<file path="config.mk">
export PLATFORM = sky130hd
export DESIGN_NAME = ranged_register_id_allocator
export DESIGN_NICKNAME = d
export VERILOG_FILES = /design/src/rtl/core/rria_pkg.sv /design/src/rtl/core/ranged_register_id_allocator.sv /design/src/rtl/core/rria_ctrl.sv /design/src/rtl/core/rria_dp.sv
export SDC_FILE = /design/constraint.sdc
export NUM_CORES = 1
export LEC_CHECK = 0
export ABC_AREA = 0
export ABC_CLOCK_PERIOD_IN_PS = 6200
export BUFFER_PORTS_ARGS = -buffer_cell sky130_fd_sc_hd__buf_2
export CAP_MARGIN = 5
export CORE_MARGIN = 2
export CORE_UTILIZATION = 25
export DETAILED_ROUTE_END_ITERATION = 16
export PLACE_DENSITY = 0.41
export SYNTH_ARGS = -nofsm -noshare
export SYNTH_HDL_FRONTEND = slang
export SYNTH_SLANG_ARGS = --single-unit
</file>
<file path="constraint.sdc">
create_clock -name clk_i -period 6.2 [get_ports clk_i]
set_clock_uncertainty 0.05 [all_clocks]
set_input_delay 1.24 -clock clk_i [delete_from_list [all_inputs] [get_ports clk_i]]
set_output_delay 1.24 -clock clk_i [all_outputs]
set_load 0.02 [all_outputs]
</file>
<file path="src/rtl/core/rria_pkg.sv">
// Shared types and constants for the ranged register ID allocator.
// Holds operation codes, controller state, command struct and class range masks.
// No dependencies.
`default_nettype none

package rria_pkg;

  localparam int unsigned OP_W    = 3;
  localparam int unsigned CLASS_W = 3;
  localparam int unsigned ID_W    = 6;
  localparam int unsigned MASK_W  = 64;

  typedef enum logic [OP_W-1:0] {
    OP_MARK    = 3'd0,
    OP_ALLOC   = 3'd1,
    OP_PAIR    = 3'd2,
    OP_RELEASE = 3'd3,
    OP_CLEAR   = 3'd4
  } op_e;

  typedef enum logic {
    ST_IDLE = 1'b0,
    ST_EXEC = 1'b1
  } state_e;

  // Controller to datapath commands
  typedef struct packed {
    logic load;  // capture the input beat and read its class word
    logic exec;  // update the map and load the result register
  } ctrl_cmd_t;

  // Legal IDs of each class, one bit per ID
  function automatic logic [MASK_W-1:0] class_mask(input logic [CLASS_W-1:0] cls);
    logic [MASK_W-1:0] m;
    unique case (cls)
      3'd0:    m = 64'h3FFF_FC00_FC00_0380;
      3'd1:    m = 64'hFFFF_FFFF_FFFF_FFFF;
      3'd2:    m = 64'h0000_0000_0000_007F;
      3'd3:    m = 64'h0000_0000_0000_FC00;
      3'd4:    m = 64'h0000_0000_0000_00FF;
      3'd5:    m = 64'h0000_0000_0000_FF00;
      3'd6:    m = 64'h0000_0000_0000_007F;
      default: m = '0;
    endcase
    return m;
  endfunction

  // Even IDs whose successor lies in the same range
  function automatic logic [MASK_W-1:0] pair_mask(input logic [CLASS_W-1:0] cls);
    logic [MASK_W-1:0] m;
    unique case (cls)
      3'd0:    m = 64'h1555_5400_5400_0100;
      3'd1:    m = 64'h5555_5555_5555_5555;
      3'd2:    m = 64'h0000_0000_0000_0015;
      3'd3:    m = 64'h0000_0000_0000_5400;
      3'd4:    m = 64'h0000_0000_0000_0055;
      3'd5:    m = 64'h0000_0000_0000_5500;
      3'd6:    m = 64'h0000_0000_0000_0015;
      default: m = '0;
    endcase
    return m;
  endfunction

endpackage

`default_nettype wire

</file>
<file path="src/rtl/core/ranged_register_id_allocator.sv">
// Top level of the ranged register ID allocator.
// Instantiates rria_ctrl and rria_dp; uses rria_pkg.
//
// One used map per register class with fixed legal ID ranges. Operations: mark
// used, allocate the lowest free ID, allocate the first aligned free pair inside
// one range, release, and clear all. A failed allocation returns status 1 with
// zero IDs and leaves the maps alone. Every accepted beat gives exactly one
// result beat. An item is handled in two steps: one captures the request and
// reads its class word, one searches and writes the word back; the single map
// read-modify-write sets that split. A new beat is taken while the previous
// result waits in the output register, and the execute step waits only if that
// register is still held. Maps are cleared at reset.
`default_nettype none

module ranged_register_id_allocator #(
  parameter int unsigned NUM_CLASSES = 7,
  parameter int unsigned ID_SPACE    = 64
) (
  input  wire logic                         clk_i,
  input  wire logic                         rst_ni,
  input  wire logic                         in_valid_i,
  output logic                              in_stall_o,
  input  wire logic [rria_pkg::OP_W-1:0]    operation_i,
  input  wire logic [rria_pkg::CLASS_W-1:0] reg_class_i,
  input  wire logic [rria_pkg::ID_W-1:0]    reg_id_i,
  output logic                              out_valid_o,
  input  wire logic                         out_stall_i,
  output logic                              status_o,
  output logic [rria_pkg::ID_W-1:0]         id_low_o,
  output logic [rria_pkg::ID_W-1:0]         id_high_o
);

  rria_pkg::ctrl_cmd_t cmd;

  rria_ctrl u_ctrl (
    .clk_i       (clk_i),
    .rst_ni      (rst_ni),
    .in_valid_i  (in_valid_i),
    .in_stall_o  (in_stall_o),
    .out_valid_o (out_valid_o),
    .out_stall_i (out_stall_i),
    .cmd_o       (cmd)
  );

  rria_dp #(
    .NUM_CLASSES (NUM_CLASSES),
    .ID_SPACE    (ID_SPACE)
  ) u_dp (
    .clk_i       (clk_i),
    .rst_ni      (rst_ni),
    .cmd_i       (cmd),
    .operation_i (operation_i),
    .reg_class_i (reg_class_i),
    .reg_id_i    (reg_id_i),
    .status_o    (status_o),
    .id_low_o    (id_low_o),
    .id_high_o   (id_high_o)
  );

endmodule

`default_nettype wire

</file>
<file path="src/rtl/core/rria_ctrl.sv">
// Controller of the ranged register ID allocator: accept, execute, result hold.
// Depends on rria_pkg for the state enum and command struct.
`default_nettype none

module rria_ctrl (
  input  wire logic               clk_i,
  input  wire logic               rst_ni,
  input  wire logic               in_valid_i,
  output logic                    in_stall_o,
  output logic                    out_valid_o,
  input  wire logic               out_stall_i,
  output rria_pkg::ctrl_cmd_t     cmd_o
);

  rria_pkg::state_e state_q, state_d;
  logic             out_valid_q, out_valid_d;
  logic             out_free;

  assign out_free = !out_valid_q || !out_stall_i;

  always_comb begin
    state_d = state_q;
    unique case (state_q)
      rria_pkg::ST_IDLE: begin
        if (in_valid_i) state_d = rria_pkg::ST_EXEC;
      end
      rria_pkg::ST_EXEC: begin
        if (out_free) state_d = rria_pkg::ST_IDLE;
      end
      default: state_d = rria_pkg::ST_IDLE;
    endcase
  end

  always_comb begin
    cmd_o       = '0;
    in_stall_o  = 1'b1;
    out_valid_d = out_valid_q && out_stall_i;
    unique case (state_q)
      rria_pkg::ST_IDLE: begin
        in_stall_o = 1'b0;
        cmd_o.load = in_valid_i;
      end
      rria_pkg::ST_EXEC: begin
        if (out_free) begin
          cmd_o.exec  = 1'b1;
          out_valid_d = 1'b1;
        end
      end
      default: ;
    endcase
  end

  always_ff @(posedge clk_i or negedge rst_ni) begin
    if (!rst_ni) begin
      state_q     <= rria_pkg::ST_IDLE;
      out_valid_q <= 1'b0;
    end else begin
      state_q     <= state_d;
      out_valid_q <= out_valid_d;
    end
  end

  assign out_valid_o = out_valid_q;

  // a new result only appears out of the execute state
  a_rise_from_exec: assert property (@(posedge clk_i) disable iff (!rst_ni)
    $rose(out_valid_q) |-> $past(state_q == rria_pkg::ST_EXEC))
    else $error("result valid without execute");

  // a held result blocks execution of the pending beat
  a_exec_waits: assert property (@(posedge clk_i) disable iff (!rst_ni)
    (state_q == rria_pkg::ST_EXEC && out_valid_q && out_stall_i)
      |=> (state_q == rria_pkg::ST_EXEC && out_valid_q))
    else $error("pending beat executed over a held result");

  a_no_double_cmd: assert property (@(posedge clk_i) disable iff (!rst_ni)
    !(cmd_o.load && cmd_o.exec))
    else $error("load and exec in one cycle");

endmodule

`default_nettype wire

</file>
<file path="src/rtl/core/rria_dp.sv">
// Datapath of the ranged register ID allocator: class maps, lowest-free search,
// map update and result register. Depends on rria_pkg.
`default_nettype none

module rria_dp #(
  parameter int unsigned NUM_CLASSES = 7,
  parameter int unsigned ID_SPACE    = 64
) (
  input  wire logic                           clk_i,
  input  wire logic                           rst_ni,
  input  wire rria_pkg::ctrl_cmd_t            cmd_i,
  input  wire logic [rria_pkg::OP_W-1:0]      operation_i,
  input  wire logic [rria_pkg::CLASS_W-1:0]   reg_class_i,
  input  wire logic [rria_pkg::ID_W-1:0]      reg_id_i,
  output logic                                status_o,
  output logic [rria_pkg::ID_W-1:0]           id_low_o,
  output logic [rria_pkg::ID_W-1:0]           id_high_o
);

  localparam int unsigned IDX_W = (NUM_CLASSES > 1) ? $clog2(NUM_CLASSES) : 1;
  localparam int unsigned EXT_W = 5;

  logic [ID_SPACE-1:0] used_q [NUM_CLASSES];

  logic [rria_pkg::OP_W-1:0]    op_q;
  logic [rria_pkg::CLASS_W-1:0] cls_q;
  logic [rria_pkg::ID_W-1:0]    id_q;
  logic [IDX_W-1:0]             idx_q;
  logic                         has_map_q;
  logic [ID_SPACE-1:0]          word_q;

  logic [EXT_W-1:0] cls_ext;
  logic [IDX_W-1:0] idx_in;
  logic             has_map_in;

  assign cls_ext    = EXT_W'(reg_class_i);
  assign idx_in     = cls_ext[IDX_W-1:0];
  assign has_map_in = 32'(reg_class_i) < NUM_CLASSES;

  always_ff @(posedge clk_i) begin
    if (cmd_i.load) begin
      op_q      <= operation_i;
      cls_q     <= reg_class_i;
      id_q      <= reg_id_i;
      idx_q     <= idx_in;
      has_map_q <= has_map_in;
      word_q    <= has_map_in ? used_q[idx_in] : '0;
    end
  end

  // search
  logic [rria_pkg::MASK_W-1:0] legal_full, pair_full;
  logic [ID_SPACE-1:0] legal, pairs, free_ids, cand;
  logic [ID_SPACE-1:0] one_hot, id_bit, new_word;
  logic [rria_pkg::ID_W-1:0] hit_idx;
  logic hit, is_pair, is_alloc, id_in_space, write_en;

  assign legal_full  = rria_pkg::class_mask(cls_q);
  assign pair_full   = rria_pkg::pair_mask(cls_q);
  assign legal       = legal_full[ID_SPACE-1:0];
  assign pairs       = pair_full[ID_SPACE-1:0] & (legal >> 1);
  assign free_ids    = ~word_q;
  assign is_pair     = (op_q == rria_pkg::OP_PAIR);
  assign is_alloc    = (op_q == rria_pkg::OP_ALLOC) || is_pair;
  assign cand        = is_pair ? (free_ids & (free_ids >> 1) & pairs)
                               : (free_ids & legal);
  assign id_in_space = 32'(id_q) < ID_SPACE;

  // lowest set candidate
  always_comb begin
    hit     = 1'b0;
    hit_idx = '0;
    for (int i = ID_SPACE - 1; i >= 0; i--) begin
      if (cand[i]) begin
        hit     = 1'b1;
        hit_idx = rria_pkg::ID_W'(i);
      end
    end
  end

  assign one_hot = {{(ID_SPACE-1){1'b0}}, 1'b1} << hit_idx;
  assign id_bit  = {{(ID_SPACE-1){1'b0}}, 1'b1} << id_q;

  always_comb begin
    new_word = word_q;
    write_en = 1'b0;
    case (op_q)
      rria_pkg::OP_MARK: begin
        new_word = word_q | id_bit;
        write_en = has_map_q && id_in_space;
      end
      rria_pkg::OP_ALLOC: begin
        new_word = word_q | one_hot;
        write_en = has_map_q && hit;
      end
      rria_pkg::OP_PAIR: begin
        new_word = word_q | one_hot | (one_hot << 1);
        write_en = has_map_q && hit;
      end
      rria_pkg::OP_RELEASE: begin
        new_word = word_q & ~id_bit;
        write_en = has_map_q && id_in_space;
      end
      default: ;
    endcase
  end

  always_ff @(posedge clk_i or negedge rst_ni) begin
    if (!rst_ni) begin
      for (int c = 0; c < NUM_CLASSES; c++) used_q[c] <= '0;
    end else if (cmd_i.exec) begin
      if (op_q == rria_pkg::OP_CLEAR) begin
        for (int c = 0; c < NUM_CLASSES; c++) used_q[c] <= '0;
      end else if (write_en) begin
        used_q[idx_q] <= new_word;
      end
    end
  end

  // result register
  logic                      res_status_q;
  logic [rria_pkg::ID_W-1:0] res_lo_q, res_hi_q;
  logic                      ok;

  assign ok = has_map_q && hit;

  always_ff @(posedge clk_i or negedge rst_ni) begin
    if (!rst_ni) begin
      res_status_q <= 1'b0;
      res_lo_q     <= '0;
      res_hi_q     <= '0;
    end else if (cmd_i.exec) begin
      res_status_q <= is_alloc && !ok;
      res_lo_q     <= (is_alloc && ok) ? hit_idx : '0;
      res_hi_q     <= (is_pair && ok) ? hit_idx + rria_pkg::ID_W'(1) : '0;
    end
  end

  assign status_o  = res_status_q;
  assign id_low_o  = res_lo_q;
  assign id_high_o = res_hi_q;

  a_fail_zero: assert property (@(posedge clk_i) disable iff (!rst_ni)
    res_status_q |-> (res_lo_q == '0 && res_hi_q == '0))
    else $error("failed allocation returned an ID");

  a_pair_adjacent: assert property (@(posedge clk_i) disable iff (!rst_ni)
    (res_hi_q != '0) |-> (res_hi_q == res_lo_q + rria_pkg::ID_W'(1) && !res_lo_q[0]))
    else $error("pair IDs not an aligned couple");

  a_clear_all: assert property (@(posedge clk_i) disable iff (!rst_ni)
    (cmd_i.exec && op_q == rria_pkg::OP_CLEAR) |=> (used_q[0] == '0))
    else $error("clear-all left a used bit");

endmodule

`default_nettype wire

</file>
-- Word level (Yosys, flattened, before mapping)
Cells that the tools add are included.
- bits in registers: 540
- bits of input ports: 16
- output and inout port bits: 15
- logic and storage cells: 217
- add/sub/neg operators: 1
- order comparisons: 4
- equality and inequality tests: 10
- shifts and indexed selects: 2
- multiplexer cells: 152
- bitwise gates (word level): 13
- reductions and logical operators: 18
- operators with widths (cell ; count):
    448-bit 2-to-1 mux ; 2
    448-bit bitwise mux ; 1
    6-bit 2-to-1 mux ; 66
    64-bit one-hot mux with 6 select lines ; 1
    63-bit one-hot mux with 6 select lines ; 1
    64-bit 2-to-1 mux ; 4
    64-bit one-hot mux with 4 select lines ; 1
    64-bit bitwise AND ; 3
    64-bit binary-select mux with 3-bit select ; 1
    64-bit demux with 3-bit select ; 1
    64-bit OR ; 3
    64-bit inverter ; 2
    1-bit by 6-bit << shifter with 64-bit output, first input constant ; 2
    1-bit 2-to-1 mux ; 72
    64-bit by 63-bit bitwise AND with 64-bit output ; 1
    63-bit bitwise AND ; 1
    3-bit by 2-bit equality test with 1-bit output, second input constant ; 4
    3-bit equality test, second input constant ; 4
    4-bit greater-or-equal comparator, second input constant ; 2
    3-bit inverter with 4-bit output ; 2
    6-bit by 1-bit adder with 6-bit output, second input constant ; 1
    3-bit by 1-bit equality test with 1-bit output, second input constant ; 2
    1-bit logical AND ; 6
    3-bit zero test ; 2
    9 further kinds ; 15

-- Logic depth before layout (Yosys ltp)
Gate-level depths: netlist (run 1).
- depth after elaboration: 77
- depth in mapped cells: 20
- mapped depth without buffers: 15

-- Hierarchy
From an unflattened synthesis (run 1), not the netlist that was laid out.
- cell total of the unflattened synthesis: 2897
- area, all modules: 28134.5 µm²
- modules (own cells, without submodules) (module ; times used ; cells an instance ; area each (µm²) ; seq. area each (µm²)):
    rria_dp ; 1 ; 2891 ; 28050.7 ; 13848.3
    rria_ctrl ; 1 ; 6 ; 83.8 ; 50.0

-- Worst setup path before layout (run 1)
OpenSTA, ideal clock, no wires.
- path kind: input port to flip-flop
- start: input port in_valid_i
- end: register u_dp.cls_q[0] in the netlist's numbering (enable)
- library setup time: 0.520 ns
- arrival time: 4.610 ns
- data required time: 5.630 ns
- setup slack: 1.020 ns
- stages on the path: 1
- path buffers: 0
- cells stage by stage: nor2b_1
- longest elaborated chain between the ends: 1
- ends and longest elaborated chain (item ; RTL line ; source):
    start: declaration ; ranged_register_id_allocator.sv:21 ; input wire logic in_valid_i,
    1-bit 2-to-1 mux ; rria_ctrl.sv:38 ; unique case (state_q)
    end signal: assignment ; rria_dp.sv:43 ; cls_q <= reg_class_i;
    end: declaration ; rria_dp.sv:26 ; logic [rria_pkg::CLASS_W-1:0] cls_q;
Every way passes these cells.
A chain may end at the register's enable or synchronous reset.

-- Final worst setup path (run 1)
- start: register u_dp.op_q[0] in the netlist's numbering
- end: register u_dp.used_q[438] in the netlist's numbering
- longest elaborated chain between the ends: 73
- elaborated cells on any way between the ends: 147
- classes of those cells: eq/ne: 4; shift: 1; mux: 134; bitwise: 2; reduce/logical: 6
- ends and longest elaborated chain (item ; RTL line ; source):
    start: declaration ; rria_dp.sv:25 ; logic [rria_pkg::OP_W-1:0] op_q;
    start signal: assignment ; rria_dp.sv:42 ; op_q <= operation_i;
    3-bit by 2-bit equality test with 1-bit output ; rria_dp.sv:63, rria_dp.sv:87 ;
    64-bit 2-to-1 mux ; rria_dp.sv:65 ; assign cand = is_pair ? (free_ids & (free_ids >> 1) & pairs)
    6-bit 2-to-1 mux (64 in series) ; rria_dp.sv:74 ; if (cand[i]) begin
    1-bit by 6-bit << shifter with 64-bit output ; rria_dp.sv:81 ; assign one_hot = {{(ID_SPACE-1){1'b0}}, 1'b1} << hit_idx;
    64-bit OR ; rria_dp.sv:93, rria_dp.sv:97 ;
    64-bit OR ; rria_dp.sv:97 ; new_word = word_q | one_hot | (one_hot << 1);
    64-bit one-hot mux with 4 select lines ; rria_dp.sv:87 ; case (op_q)
    448-bit bitwise mux ; rria_dp.sv:115 ; used_q[idx_q] <= new_word;
    448-bit 2-to-1 mux ; rria_dp.sv:114 ; end else if (write_en) begin
    448-bit 2-to-1 mux ; rria_dp.sv:112 ; if (op_q == rria_pkg::OP_CLEAR) begin
    end signal: indexed assignment ; rria_dp.sv:115 ;
    end: declaration ; rria_dp.sv:23 ; logic [ID_SPACE-1:0] used_q [NUM_CLASSES];
Parallel ways exist; a longest one is shown, timed or not. The select of a mux whose other input is x is not followed.

==> results of run 1 <==
==> cells in the final DEF, fill, tap and decap left out, types with 27 or more instances in the layout <==
master,count
sky130_fd_sc_hd__edfxtp_1,77
sky130_fd_sc_hd__o21ai_0,396
sky130_fd_sc_hd__and3_1,28
sky130_fd_sc_hd__nand3_1,74
sky130_fd_sc_hd__a21o_1,27
sky130_fd_sc_hd__a21oi_1,330
sky130_fd_sc_hd__a22o_1,66
sky130_fd_sc_hd__mux4_2,64
sky130_fd_sc_hd__nand2_1,393
sky130_fd_sc_hd__nor3_1,36
sky130_fd_sc_hd__nor2_1,257
sky130_fd_sc_hd__mux2i_1,98
sky130_fd_sc_hd__buf_4,70
sky130_fd_sc_hd__inv_1,35
sky130_fd_sc_hd__clkbuf_16,72
sky130_fd_sc_hd__dfrtp_1,463
sky130_fd_sc_hd__o21ai_1,30
==> cells by family after synthesis <==
family,share of synthesized area
AND/OR/NAND/NOR,0.1403
flip-flops,0.4916
XOR/XNOR,0.0003098
buffers and inverters,0.04160
adder cells (fa/ha/maj),0.005709
multiplexers,0.08648
AO/OA/AOI/OAI,0.2340
==> layout make-up <==
| cell class | count | area share |
|---|---|---|
| clock buffers | 99 | 0.06095 |
| flip-flops and latches | 540 | 0.4272 |
| clock inverters | 20 | 0.007307 |
| well taps | 1500 | 0.05769 |
| repair buffers | 118 | 0.03311 |
| multi-input cells | 2152 | 0.4097 |
| inverters | 35 | 0.004038 |
==> synth_stat cells, drive strengths merged, types with 8 or more instances <==
cell / instances / area share
dfrtp: 463 / 0.41
o21ai: 429 / 0.076
nand2: 393 / 0.052
a21oi: 334 / 0.060
nor2: 263 / 0.035
clkbuf: 142 / 0.019
buf: 101 / 0.018
mux2i: 98 / 0.035
nand3: 78 / 0.014
edfxtp: 77 / 0.082
a22o: 66 / 0.020
mux4: 64 / 0.051
nor3: 39 / 0.0073
inv: 35 / 0.0046
and3: 28 / 0.0062
a21o: 27 / 0.0072
a31oi: 20 / 0.0049
o211ai: 19 / 0.0052
o31ai: 19 / 0.0052
nand2b: 17 / 0.0038
a211oi: 16 / 0.0050
a41oi: 16 / 0.0076
a22oi: 15 / 0.0040
nand4: 15 / 0.0039
nor2b: 15 / 0.0033
and2: 13 / 0.0029
maj3: 11 / 0.0039
a311oi: 10 / 0.0050
o22ai: 10 / 0.0022
a2111oi: 8 / 0.0038
a2bb2oi: 8 / 0.0025
==> sequential cells by signal (all words and copies together), names as in the netlist <==
name and count:
u_ctrl.state_q 1, u_ctrl.out_valid_o 1, u_dp.status_o 1, u_dp.id_q 6, u_dp.used_q 448, u_dp.id_high_o 6
u_dp.cls_q 3, u_dp.id_low_o 6, u_dp.word_q 64, u_dp.has_map_q 1, u_dp.op_q 3
==> worst reg2reg max path, delay by kind of cell, from the launching register on <==
family	cells	cell delay (ns)
fa+ha+maj	2	0.70
buf+inv	1	0.29
flops	1	0.44
compound gates	7	2.74
simple gates	4	1.30
==> layer usage <==
metal | vias up | routed length [um] | track usage
met5 | - | 0 | 0
met4 | 0 | 3308 | 0.06498
met3 | 152 | 6535 | 0.02564
met2 | 764 | 54010 | 0.3175
met1 | 12430 | 54950 | 0.2904
li1 | 10710 | - | -
==> power groups by stage <==
stage,Combinational (uW),Clock (uW),Sequential [uW]
finish,4140,4020,5590
global route,4540,4260,5710
CTS,4120,4120,5570
detailed placement,4110,0,5620
global placement,4080,0,5620
floorplan,2800,0,5270
==> final timing paths <==
kind | from | end | slack, ns
max | u_dp.op_q[0] | u_dp.used_q[438] | 0.54
min | u_dp.id_high_o[0] | u_dp.id_high_o[0] | 0.42
max reg2reg | u_dp.op_q[0] | u_dp.used_q[438] | 0.54
min reg2reg | u_dp.id_high_o[0] | u_dp.id_high_o[0] | 0.42
max in group asynchronous | rst_ni | u_dp.used_q[36] | 4.20
min in group asynchronous | rst_ni | u_dp.used_q[237] | 0.57
==> stage by stage <==
step	instances	cell area, sq um
floorplan	2970	28270
global placement	4345	30310
detailed placement	4345	30310
CTS	4464	32540
global route	4464	32540
finish	4464	32540
==> flow_results.org, run 1 <==
** Timing
- Final hold analysis gives a worst-case slack of around 0.42 ns.
- Setup violation total in the final timing report :: 0
- Based on the critical path, the design can be clocked at up to 176.7 MHz.
- Sum of negative setup slack :: 0 ns
- RSZ-0062 raised after global routing :: false
- The number of slew-limit violations in the final report was 0.
- Post-route worst setup slack :: around 0.54 ns
- Slew margin rel. :: 0.1421
- For the pin with the worst max-slew slack, the measured transition is 1.282 ns.
- Final Critical Period :: about 5.7 ns
- Hold violation count in the final report :: 0
- Final critical-path share of the clock period :: 0.9127

** Global routing
- Global Route Usage Sum :: 0.2030
- Entering global routing, the biggest net connects roughly 140 pins.
- Number of global-route vias before repair :: 24030
- The initial antenna violation count came to 1.
- Final global-route overflow total :: 0
- Global-route wire length before repair :: approximately 180000 um

** Clocking
- The clock passes through at most 3 buffers.
- TritonCTS built the clock tree.
- Inserted Clock Buffers :: 66
- Clk sink count :: 540
- Number of setup buffers added after CTS :: 0
- The cell sitting at the root of the clock tree is a sky130_fd_sc_hd__clkbuf_16.
- In this run, post-CTS hold repair placed 0 buffers.
- Cells resized by post-CTS repair :: 0
- The later pin in the worst-skew pair is clocked with a latency of roughly 0.63 ns.
- Clock-pin slew was measured on the worst setup and hold paths at about 0.06 ns.
- In this run the number of H-tree levels came out at 3.

** Final layout
- Post-Route Utilization :: 0.2896
- Layout fillers :: about 12000
- Multi-input combinational cell area :: ~0.013 sq mm
- After the last flow step, the layout net total stands at between 2000 and 3000.
- Fraction of final layout cells sized beyond drive strength 1 :: 0.1184
- The sequential cells in the finished layout cover a total of roughly 0.014 sq mm.
- Layout overhead on the synthesized area :: 15.08%
- Final antenna diode count :: 0

** Synth
- For this run, the number of Yosys warnings is 0.
- For this run, the register share of the synthesized area comes to 0.4916.
- Among all flip-flop cells after synthesis, the most frequent one is sky130_fd_sc_hd__dfrtp_1.
- Number of flops mapped to enable cells by yosys :: just under 80
- Number of synthesized register bits :: 540
- Synthesis produced a netlist with a net count of between 2000 and 3000.
- Mapped Cells :: a little under 3000
- Number of distinct standard cells referenced by the synthesized netlist :: 99
- Async set-or-reset flop fraction in the synthesized netlist :: 0.8574
- The synthesized netlist occupies a cell area of ~0.028 sq mm.
- A synthesized cell averages between 9 and 10 sq um.

** Min path
- Along the worst hold path, the cell count comes to 1.
- The worst hold path belongs to the class flop to flop.

** Place
- Post-detail-place hpwl :: ~75000 um
- OpenSTA, run right after detailed placement, puts the worst setup slack at roughly 0.64 ns.
- Input and output buffers added on the ports amount to 30.
- Routability congestion estimate from global placement :: between 0.9 and 1

** Power and ir drop
- The worst-case IR drop observed on VDD is ~0.00016 V.
- Switching component of the power :: about 5000 uW
- For this design the ratio of total power to cell area is roughly 420 mW/mm^2.
- The internal portion of the total power is about 8600 uW.
- Proportion of total power due to net switching :: 0.3722
- Overall power consumption after layout is estimated at between 10000 and 15000 uW.
- Of the total power, the clock network draws 0.293.
- Of the total power, combinational logic draws 0.301.
- The share of total power dissipated in sequential elements is 0.407.
- Static Leakage :: around 0.014 uW

** Floorplanning
- Core Footprint :: 0.1123 sq mm
- Die Y-Extent :: approximately 340 um
- Effective utilization at floorplan :: 0.2517
- 31 I/O pins were placed.
- The floorplan step defined a die boundary enclosing approximately 0.12 sq mm.
- Number of standard-cell rows in the floorplan :: about 120
- From left edge to right edge, the die measures ~340 um.

** Worst setup path
- Data arrival time of the critical path :: a little over 6 ns
- Critical-path maximum fanout :: 33
- Critical path capture point type :: flop
- Worst Setup Path Type :: flop to flop
- Buffers & Inverters on Critical Path :: 1
- Longest individual stage delay on the worst path :: between 0.7 and 0.8 ns
- Cells along the critical path :: buf_4 -> or3b_4 -> maj3_1 -> a211o_1 -> a31o_2 -> a211oi_1 -> o31a_1 -> nor2_1 -> ha_1 -> nand2_1 -> a21boi_0 -> nor3_1 -> a211oi_1 -> o21ai_0
- Measured in cells, the most critical reg-to-reg path has a length of 14.
- Critical path's most frequent cell :: sky130_fd_sc_hd__a211oi_1
- The slowest stage of the critical path is the sky130_fd_sc_hd__a211oi_1 cell.
- Broken down by cell family, the worst path's largest delay share belongs to compound AO/OA/AOI/OAI gates.
- Kind of launch point of the worst setup path :: flop
- STA puts the critical path data required time at 6.61 ns.
- Number of stages on the worst setup path :: 14

** Route
- The final route contains between 20000 and 25000 vias.
- For this run, design rule violations remaining after detail routing come to 0.
- Vias per cell :: between 5 and 6
- Dividing the detail-routed wire length by the instance count gives roughly 27 um.
- Initial drt markers :: between 2000 and 2500
- Final ANT Viol Nets :: 0
- Final wirelength :: ~120000 um
- Number of iterations in the first detailed-routing pass :: 7

** Run status
- The run finished with clean final reports.

** Job
- Max-cap violations in this run came to 0.
No activity file was read; power rests on OpenSTA's default activity.
==> run 2, diff against run 1 <==
--- a/config.mk
+++ b/config.mk
@@ -13,6 +13,8 @@
 export CORE_UTILIZATION = 25
 export DETAILED_ROUTE_END_ITERATION = 16
 export PLACE_DENSITY = 0.41
+export REMOVE_ABC_BUFFERS = 1
+export SLEW_MARGIN = 40
 export SYNTH_ARGS = -nofsm -noshare
 export SYNTH_HDL_FRONTEND = slang
 export SYNTH_SLANG_ARGS = --single-unit
==> run 2 against run 1 <==
  * Count of clock-buffer cells in the layout shrank 1
  * Register-to-register slack gained 0.36 ns
  * Via count grew 1.1%
  * Final cell count grew 0.18%
  * Global-route usage grew 0.20 points
  * Worst setup slack gained 0.36 ns
  * Routed wire length grew 0.81%
  * Critical path type unchanged
  * Largest power group unchanged
==> flow_results.org, run 2 (synthesis gave the netlist of run 1 again) <==
** Final layout
- Summing all multi-input logic gate instances after layout gives between 0.01 and 0.015 sq mm.
- The repair_antennas step left the layout with diodes totalling 0.
- In the final layout, flip-flops and latches occupy 0.01390 sq mm.
- Fraction of final layout cells sized beyond drive strength 1 :: 0.1235
- Biggest register :: u_dp.used_q
- Most common library cell in the layout ignoring fill and taps :: sky130_fd_sc_hd__dfrtp_1
- The register with the most flip-flops in the layout has ~450 of them.
- Layout overhead on the synthesized area :: 15.58%
- The final layout contains between 2000 and 3000 nets.
- Leaving out fill and tap cells, the most frequent cells in the layout are sky130_fd_sc_hd__dfrtp_1 (463), sky130_fd_sc_hd__o21ai_0 (395), sky130_fd_sc_hd__nand2_1 (393).
- In the final layout, the registers with the most flip-flops are u_dp.used_q x448, u_dp.word_q x64.
- After filler insertion, the fill cell instance count of the layout stands at between 10000 and 15000.

** Timing
- The worst pin sits at a relative slew slack of 0.3925.
- Across all setup checks in the final design, the least slack found is 0.8970 ns.
- Hold violation count in the final report :: 0
- Worst-margin pin slew :: ~0.9 ns
- Number of pins exceeding their max-slew limit in the final report :: 0
- Top achievable clock speed :: ~190 MHz
- Setup violations remaining at the end of the flow were counted as 0.
- RSZ-0062 raised after global routing :: false
- Final critical-path share of the clock period :: 0.8553
- The smallest clock period supported by the final layout is computed as 5.303 ns.

** Global routing
- The first global-routing pass estimated ~180000 um of wire.
- Entering global routing, the biggest net connects around 120 pins.
- In the global route stage, overall resource usage came out at 0.2050.
- Antenna violations before repair :: 3
- Number of global-route vias before repair :: 23940
- Final global-route overflow total :: 0

** Clocking
- Deepest clock path buffer count :: 3
- Clock latency on the worst-skew pair, taken at its later pin, is slightly above 0.6 ns.
- Clock tree from TritonCTS :: yes
- CTS saw 540 sinks.
- Number of hold-repair buffers added at the cts stage :: 0
- TritonCTS created 66 clock buffers.
- Number of setup buffers added after CTS :: 0
- After clock tree synthesis, the clock-pin slew on the worst setup and hold paths is roughly 0.060 ns.
- Number of levels in the clock H-tree :: 3
- After clock tree synthesis, the repair step resized 0 gates.
- The root buffer cell chosen for the clock tree is sky130_fd_sc_hd__clkbuf_16.

** Power and ir drop
- Proportion of total power due to net switching :: 0.3712
- Across the VDD grid, the largest voltage drop is ~0.00017 V.
- Pwr Total :: 13850 uW
- In this run the power spent charging and discharging nets is roughly 5100 uW.
- Fraction of power consumed by combinational cells :: 0.303
- Dividing total power by cell area gives a power density of between 400 and 500 mW/mm^2.
- Internal power component :: approximately 8700 uW
- The share of total power dissipated in the clock network is 0.293.
- Static Leakage :: 0.01371 uW
- The share of total power dissipated in sequential elements is 0.404.

** Route
- Number of iterations in the first detailed-routing pass :: 6
- Initial drt markers :: 2474
- The detailed router placed between 20000 and 25000 vias in this run.
- DRC :: 0
- Once detail routing completed, the nets flagged for antenna violations numbered 0.
- Dividing the detail-routed wire length by the instance count gives roughly 27 um.
- For this block, the routed nets add up to around 120000 um of wire.
- Vias per cell :: about 5.4

** Run status
- Result of the run :: finished clean

** Worst setup path
- The critical path in this run is classified as flop to flop.
- Along the worst path, the maximum fanout reaches 9.
- STA classifies the critical path endpoint as a flop.
- The worst setup path is launched from a flop.
- Data required time at the worst endpoint :: between 6 and 7 ns
- Data arrival time of the critical path :: slightly below 6 ns
- Longest individual stage delay on the worst path :: between 0.6 and 0.7 ns
- Cells along the critical path :: nor3b_4 -> mux2_2 -> or4b_1 -> a2111oi_0 -> buf_4 -> nor2_1 -> o211ai_1 -> nand2_1 -> inv_1 -> ha_1 -> nand2_1 -> a21boi_0 -> buf_4 -> nor3_1 -> a211o_1 -> a22o_1
- Worst reg2reg path depth :: 16
- Cell at the slowest stage of the critical path :: sky130_fd_sc_hd__nor3_1

** Min path
- Counting instances, the worst hold path has a depth of 2.
- The worst hold path belongs to the class flop to flop.

** Place
- Routability-driven placement finished with a final weighted congestion of approximately 0.99.
- Post-detail-place hpwl :: 76980 um
- In this run the tool buffered the top-level ports with 30 buffer cells.
- Timing analysis after detailed placement gives a worst setup slack of about 1.0 ns.

** Job
- The tool flagged a number of max-cap violations equal to 0.

** Floorplanning
- The floorplan has about 120 rows.
- Die X :: 340.3 um
- The die covers around 0.12 sq mm.
- The initial utilization of the core area, before any placement, comes to 0.2517.
- After floorplanning, the core was sized to cover approximately 0.11 sq mm.
- Die Y-Extent :: roughly 340 um
- Number of top-level pins :: 31
run 2: cell count changes in the layout (fill, tap and decap cells not counted), sizes merged:
cell      delta
bufinv       +3
clkinvlp     -1
buf          +8
inv          -1
clkbuf       -1
run 2: final timing paths:
path / start / slack [ns] / end
setup / recovery: u_dp.op_q[0] / 0.90 / u_dp.used_q[86]
hold / removal: u_dp.used_q[383] / 0.42 / u_dp.used_q[383]
setup reg to reg: u_dp.op_q[0] / 0.90 / u_dp.used_q[86]
hold reg to reg: u_dp.used_q[383] / 0.42 / u_dp.used_q[383]
max in group asynchronous: rst_ni / 4.24 / u_ctrl.out_valid_o
min in group asynchronous: rst_ni / 0.60 / u_dp.used_q[204]
run 2: power by group through the flow:
| stage | Sequential [uW] | Clock [uW] | Combinational (uW) |
|---|---|---|---|
| after floorplan | 5370 | 0 | 2530 |
| after global placement | 5620 | 0 | 4110 |
| after detailed placement | 5620 | 0 | 4150 |
| after CTS | 5570 | 4160 | 4160 |
| after global routing | 5710 | 4290 | 4600 |
| final | 5590 | 4060 | 4200 |
run 2: cell type report:
type | count | share of cell area
clock buffers | 98 | 0.05893
clock inverters | 21 | 0.009611
inverters | 35 | 0.004020
multi-input cells | 2152 | 0.4097
flip-flops and latches | 540 | 0.4253
well taps | 1500 | 0.05743
repair buffers | 126 | 0.03503
run 2: worst max-delay path: cells and delay by family, from the launching register on:
kind / cells / cell delay (ns)
buffers and inverters: 3 / 0.51
adders and majority gates: 1 / 0.19
DFF: 1 / 0.56
and+or+nand+nor: 6 / 1.94
AOI/OAI and AO/OA: 5 / 1.59
muxes: 1 / 0.37
run 2: metal layers:
metal / track usage / share of wire / vias to the layer above
li1: - / - / 10740
met1: 0.2936 / 0.46 / 12490
met2: 0.3111 / 0.44 / 919
met3: 0.03759 / 0.064 / 177
met4: 0.06626 / 0.031 / 0
met5: 0 / 0 / -
run 2: through the flow:
step	hold WS, ns	utilization	instance area (sq um)	TNS (ns)	instances
floorplan	0.3946	-	27230	-83.38	2727
global placement	0.4064	0.2701	30350	0	4351
detailed placement	0.4152	0.2708	30420	0	4353
CTS	0.4284	0.2907	32660	0	4472
global route	0.4457	0.2909	32680	0	4472
finish	0.4237	0.2909	32680	0	4472
==> run 3, diff against run 2 <==
--- a/config.mk
+++ b/config.mk
@@ -6,14 +6,16 @@
 export NUM_CORES = 1
 export LEC_CHECK = 0
 export ABC_AREA = 0
-export ABC_CLOCK_PERIOD_IN_PS = 6200
+export ABC_CLOCK_PERIOD_IN_PS = 5050
 export BUFFER_PORTS_ARGS = -buffer_cell sky130_fd_sc_hd__buf_2
 export CAP_MARGIN = 5
+export CORE_ASPECT_RATIO = 0.5
 export CORE_MARGIN = 2
 export CORE_UTILIZATION = 25
 export DETAILED_ROUTE_END_ITERATION = 16
 export PLACE_DENSITY = 0.41
 export REMOVE_ABC_BUFFERS = 1
+export SETUP_SLACK_MARGIN = 0.4
 export SLEW_MARGIN = 40
 export SYNTH_ARGS = -nofsm -noshare
 export SYNTH_HDL_FRONTEND = slang
==> constraint.sdc (replaced) <==
create_clock -name clk_i -period 5.05 [get_ports clk_i]
set_clock_uncertainty 0.05 [all_clocks]
set_input_delay 1.01 -clock clk_i [delete_from_list [all_inputs] [get_ports clk_i]]
set_output_delay 1.01 -clock clk_i [all_outputs]
set_load 0.02 [all_outputs]
==> run 3 against run 2 <==
  * Clock power is 7.1% higher
  * First-iteration DRC count is 7.4% higher
  * Critical path depth is 2 lower
  * Global-route usage is 0.81 points higher
  * Die area is 0.14% higher
  * Combinational power is 32% higher
  * Highest routed layer is now met5
  * Sequential power is 23% higher
  * Hold slack worse by 0.21 ns
  * Non-clock buffer count is 62 higher
  * Routed wire length is 5.0% higher
==> flow_results.org, run 3 (synthesis gave the netlist of run 1 again) <==
** Run status
- Result of the run :: finished clean

** Floorplanning
- The die is 479.6 um wide.
- Core Footprint :: between 0.1 and 0.15 sq mm
- In this run the core area contains 87 standard-cell rows.
- Die Y-Extent :: around 240 um
- Die Outline Area :: approximately 0.12 sq mm
- Pin placement for this block handled 31 I/O pins.
- The initial utilization of the core area, before any placement, comes to 0.2514.

** Final layout
- The largest registers in the layout are u_dp.used_q x448, u_dp.word_q x64.
- Seq. cell area :: between 0.01 and 0.015 sq mm
- The top cell types in the final layout, fill and taps aside, are sky130_fd_sc_hd__dfrtp_1 (463), sky130_fd_sc_hd__nand2_1 (392), sky130_fd_sc_hd__o21ai_0 (391).
- Most common library cell in the layout ignoring fill and taps :: sky130_fd_sc_hd__dfrtp_1
- Total number of nets in the final design :: roughly 3000
- 0 antenna diodes ended up in the layout.
- The layout has 11720 filler cells.
- Of the cells placed in the final design, the portion with a size suffix greater than 1 is 0.1462.
- Biggest register :: u_dp.used_q
- For this run, the share of the core covered by cells in the final layout is 0.2942.
- The multi-input combinational cells in the finished layout cover a total of between 0.01 and 0.015 sq mm.
- The register with the most flip-flops in the layout has about 450 of them.
- Layout overhead on the synthesized area :: 17.01%

** Timing
- Worst hold margin :: ~0.21 ns
- The number of slew-limit violations in the final report is 0.
- Hold violation count in the final report :: 0
- For the pin with the worst max-slew slack, the measured transition is 0.8829 ns.
- Final Critical Period :: between 4 and 5 ns
- Final critical-path share of the clock period :: 0.8975
- Derived from the worst setup path, the maximum achievable clock frequency is ~220 MHz.
- Setup violation total in the final timing report :: 0
- Slew margin rel. :: 0.4092
- Setup repair after global routing left no endpoint under its margin.

** Power and ir drop
- In this run the static leakage power is roughly 0.014 uW.
- Pwr Total :: around 17000 uW
- The worst-case IR drop observed on VDD is ~0.00029 V.
- Power Density :: about 510 mW/mm^2

** Global routing
- Fraction of met3 tracks used by global routing :: 0.03280
- In the global route stage, met2 resource usage came out at 0.3169.
- Global-route wire length before repair :: between 150000 and 200000 um
- The initial antenna violation count was 3.
- In the global route stage, met1 resource usage came out at 0.3227.
- For this run the aggregate overflow at the end of global routing stands at 0.
- Global Route Usage Sum :: 0.2131
- Busiest layer in global routing :: met1
- Pin count of the biggest net entering global routing :: 92
- Number of global-route vias before repair :: approximately 24000

** Route
- The detailed router placed 24730 vias in this run.
- After the first detailed-routing iteration, the DRC count stood at around 2700.
- Post-DR wirelength/cell :: 27.72 um
- Number of iterations in the first detailed-routing pass :: 6
- Final ANT Viol Nets :: 0
- Final wirelength :: around 130000 um
- DRC :: 0
- Vias per cell :: roughly 5.5

** Clocking
- Clk sink count :: 540
- Counting the buffers created by CTS gives 57.
- Number of hold-repair buffers added at the cts stage :: 0
- Clock slew seen by the registers of the worst setup and hold paths :: around 0.06 ns
- Clock tree from TritonCTS :: yes
- Skew-Pair Late Insertion Delay :: around 0.66 ns
- The longest clock path from root to sink contains 3 buffers.
- CTS built an H-tree with a depth of 2.
- Root buf cell :: sky130_fd_sc_hd__clkbuf_16

** Worst setup path
- Along the worst path, the maximum fanout reaches 7.
- By startpoint and endpoint, the worst setup path is classified as flop to flop.
- Data required time at the worst endpoint :: 5.56 ns
- At the worst endpoint, the arrival time is 5.05 ns.
- STA classifies the critical path endpoint as a flop.
- STA classifies the critical path startpoint as a flop.

** Min path
- The worst hold path belongs to the class input port to asynchronous set/reset pin.

** Place
- Post-detail-place hpwl :: ~83000 um
- The congestion estimate from routability-driven global placement came to approximately 0.99.
- Number of port buffers :: 30

** Job
- The tool flagged a number of max-cap violations equal to 0.
[run 3: cell types whose count changed in the layout (fill, tap and decap cells not counted), moves of 3 or more]
cell / change
sky130_fd_sc_hd__o21ai_0: -4
sky130_fd_sc_hd__clkbuf_16: -7
sky130_fd_sc_hd__clkinv_2: +4
sky130_fd_sc_hd__buf_12: +10
sky130_fd_sc_hd__buf_4: +50
sky130_fd_sc_hd__clkbuf_8: +3
sky130_fd_sc_hd__bufinv_16: -8
sky130_fd_sc_hd__clkinv_1: -4
sky130_fd_sc_hd__o21ai_1: +4
[run 3: final cells by class]
cell class | count | share of cell area
Sequential cell | 540 | 0.4201
Multi-Input combinational cell | 2152 | 0.4079
Tap cell | 1513 | 0.05723
Timing Repair Buffer | 188 | 0.05360
Clock buffer | 92 | 0.05329
Inverter | 35 | 0.003971
Clock inverter | 16 | 0.003896
[run 3: path summary, 6_finish.rpt]
path	from	end	slack, ns	cells past startpoint
worst max-delay path	u_dp.op_q[2]	u_dp.used_q[115]	0.52	14
worst min-delay path	rst_ni	u_dp.used_q[134]	0.21	1
worst max register to register	u_dp.op_q[2]	u_dp.used_q[115]	0.52	14
worst min register to register	u_dp.id_high_o[0]	u_dp.id_high_o[0]	0.42	1
max in group asynchronous	rst_ni	u_dp.used_q[163]	3.48	3
min in group clk_i	u_dp.id_high_o[0]	u_dp.id_high_o[0]	0.42	1
[run 3: repair_timing]
item                                    CTS  global route
pin swaps                                 1             3
buffers inserted                          0             4
endpoints found under the setup margin  143           166
cloned                                    0             1
resized for setup                        13            24
[run 3: through the flow]
stage | worst slack (ns) | area (sq um) | std cells | setup TNS, ns
after floorplan | -1.866 | 27230 | 2727 | -534.89
after global placement | 0.1677 | 30910 | 4422 | 0
after detailed placement | 0.1160 | 30980 | 4423 | 0
after CTS | 0.4237 | 32920 | 4531 | 0
after global routing | 0.4194 | 33080 | 4536 | 0
final | 0.5178 | 33080 | 4536 | 0
[run 3: worst max-delay path, stage by stage, from the launching register on]
cell,delay (ns)
sky130_fd_sc_hd__edfxtp_1,0.49
sky130_fd_sc_hd__or3b_4,0.47
sky130_fd_sc_hd__maj3_1,0.39
sky130_fd_sc_hd__a211o_1,0.31
sky130_fd_sc_hd__a31o_2,0.22
sky130_fd_sc_hd__a211oi_2,0.32
sky130_fd_sc_hd__o31a_1,0.24
sky130_fd_sc_hd__nor2_1,0.09
sky130_fd_sc_hd__inv_1,0.08
sky130_fd_sc_hd__ha_1,0.21
sky130_fd_sc_hd__nand2_1,0.12
sky130_fd_sc_hd__a21oi_1,0.60
sky130_fd_sc_hd__buf_4,0.26
sky130_fd_sc_hd__o31a_1,0.38
sky130_fd_sc_hd__a22o_1,0.21
[run 3: routing by layer]
metal	share of wire	up-vias
li1	-	10820
met1	0.48	12870
met2	0.44	890
met3	0.063	155
met4	0.020	2
met5	0.00015	-
[run 3: where the power goes]
group          switching, uW  total [uW]  leakage (uW)  internal, uW
clock network           1950        4350      0.000931          2410
logic                   3570        5560       0.00604          1980
registers               1030        6860       0.00696          5830
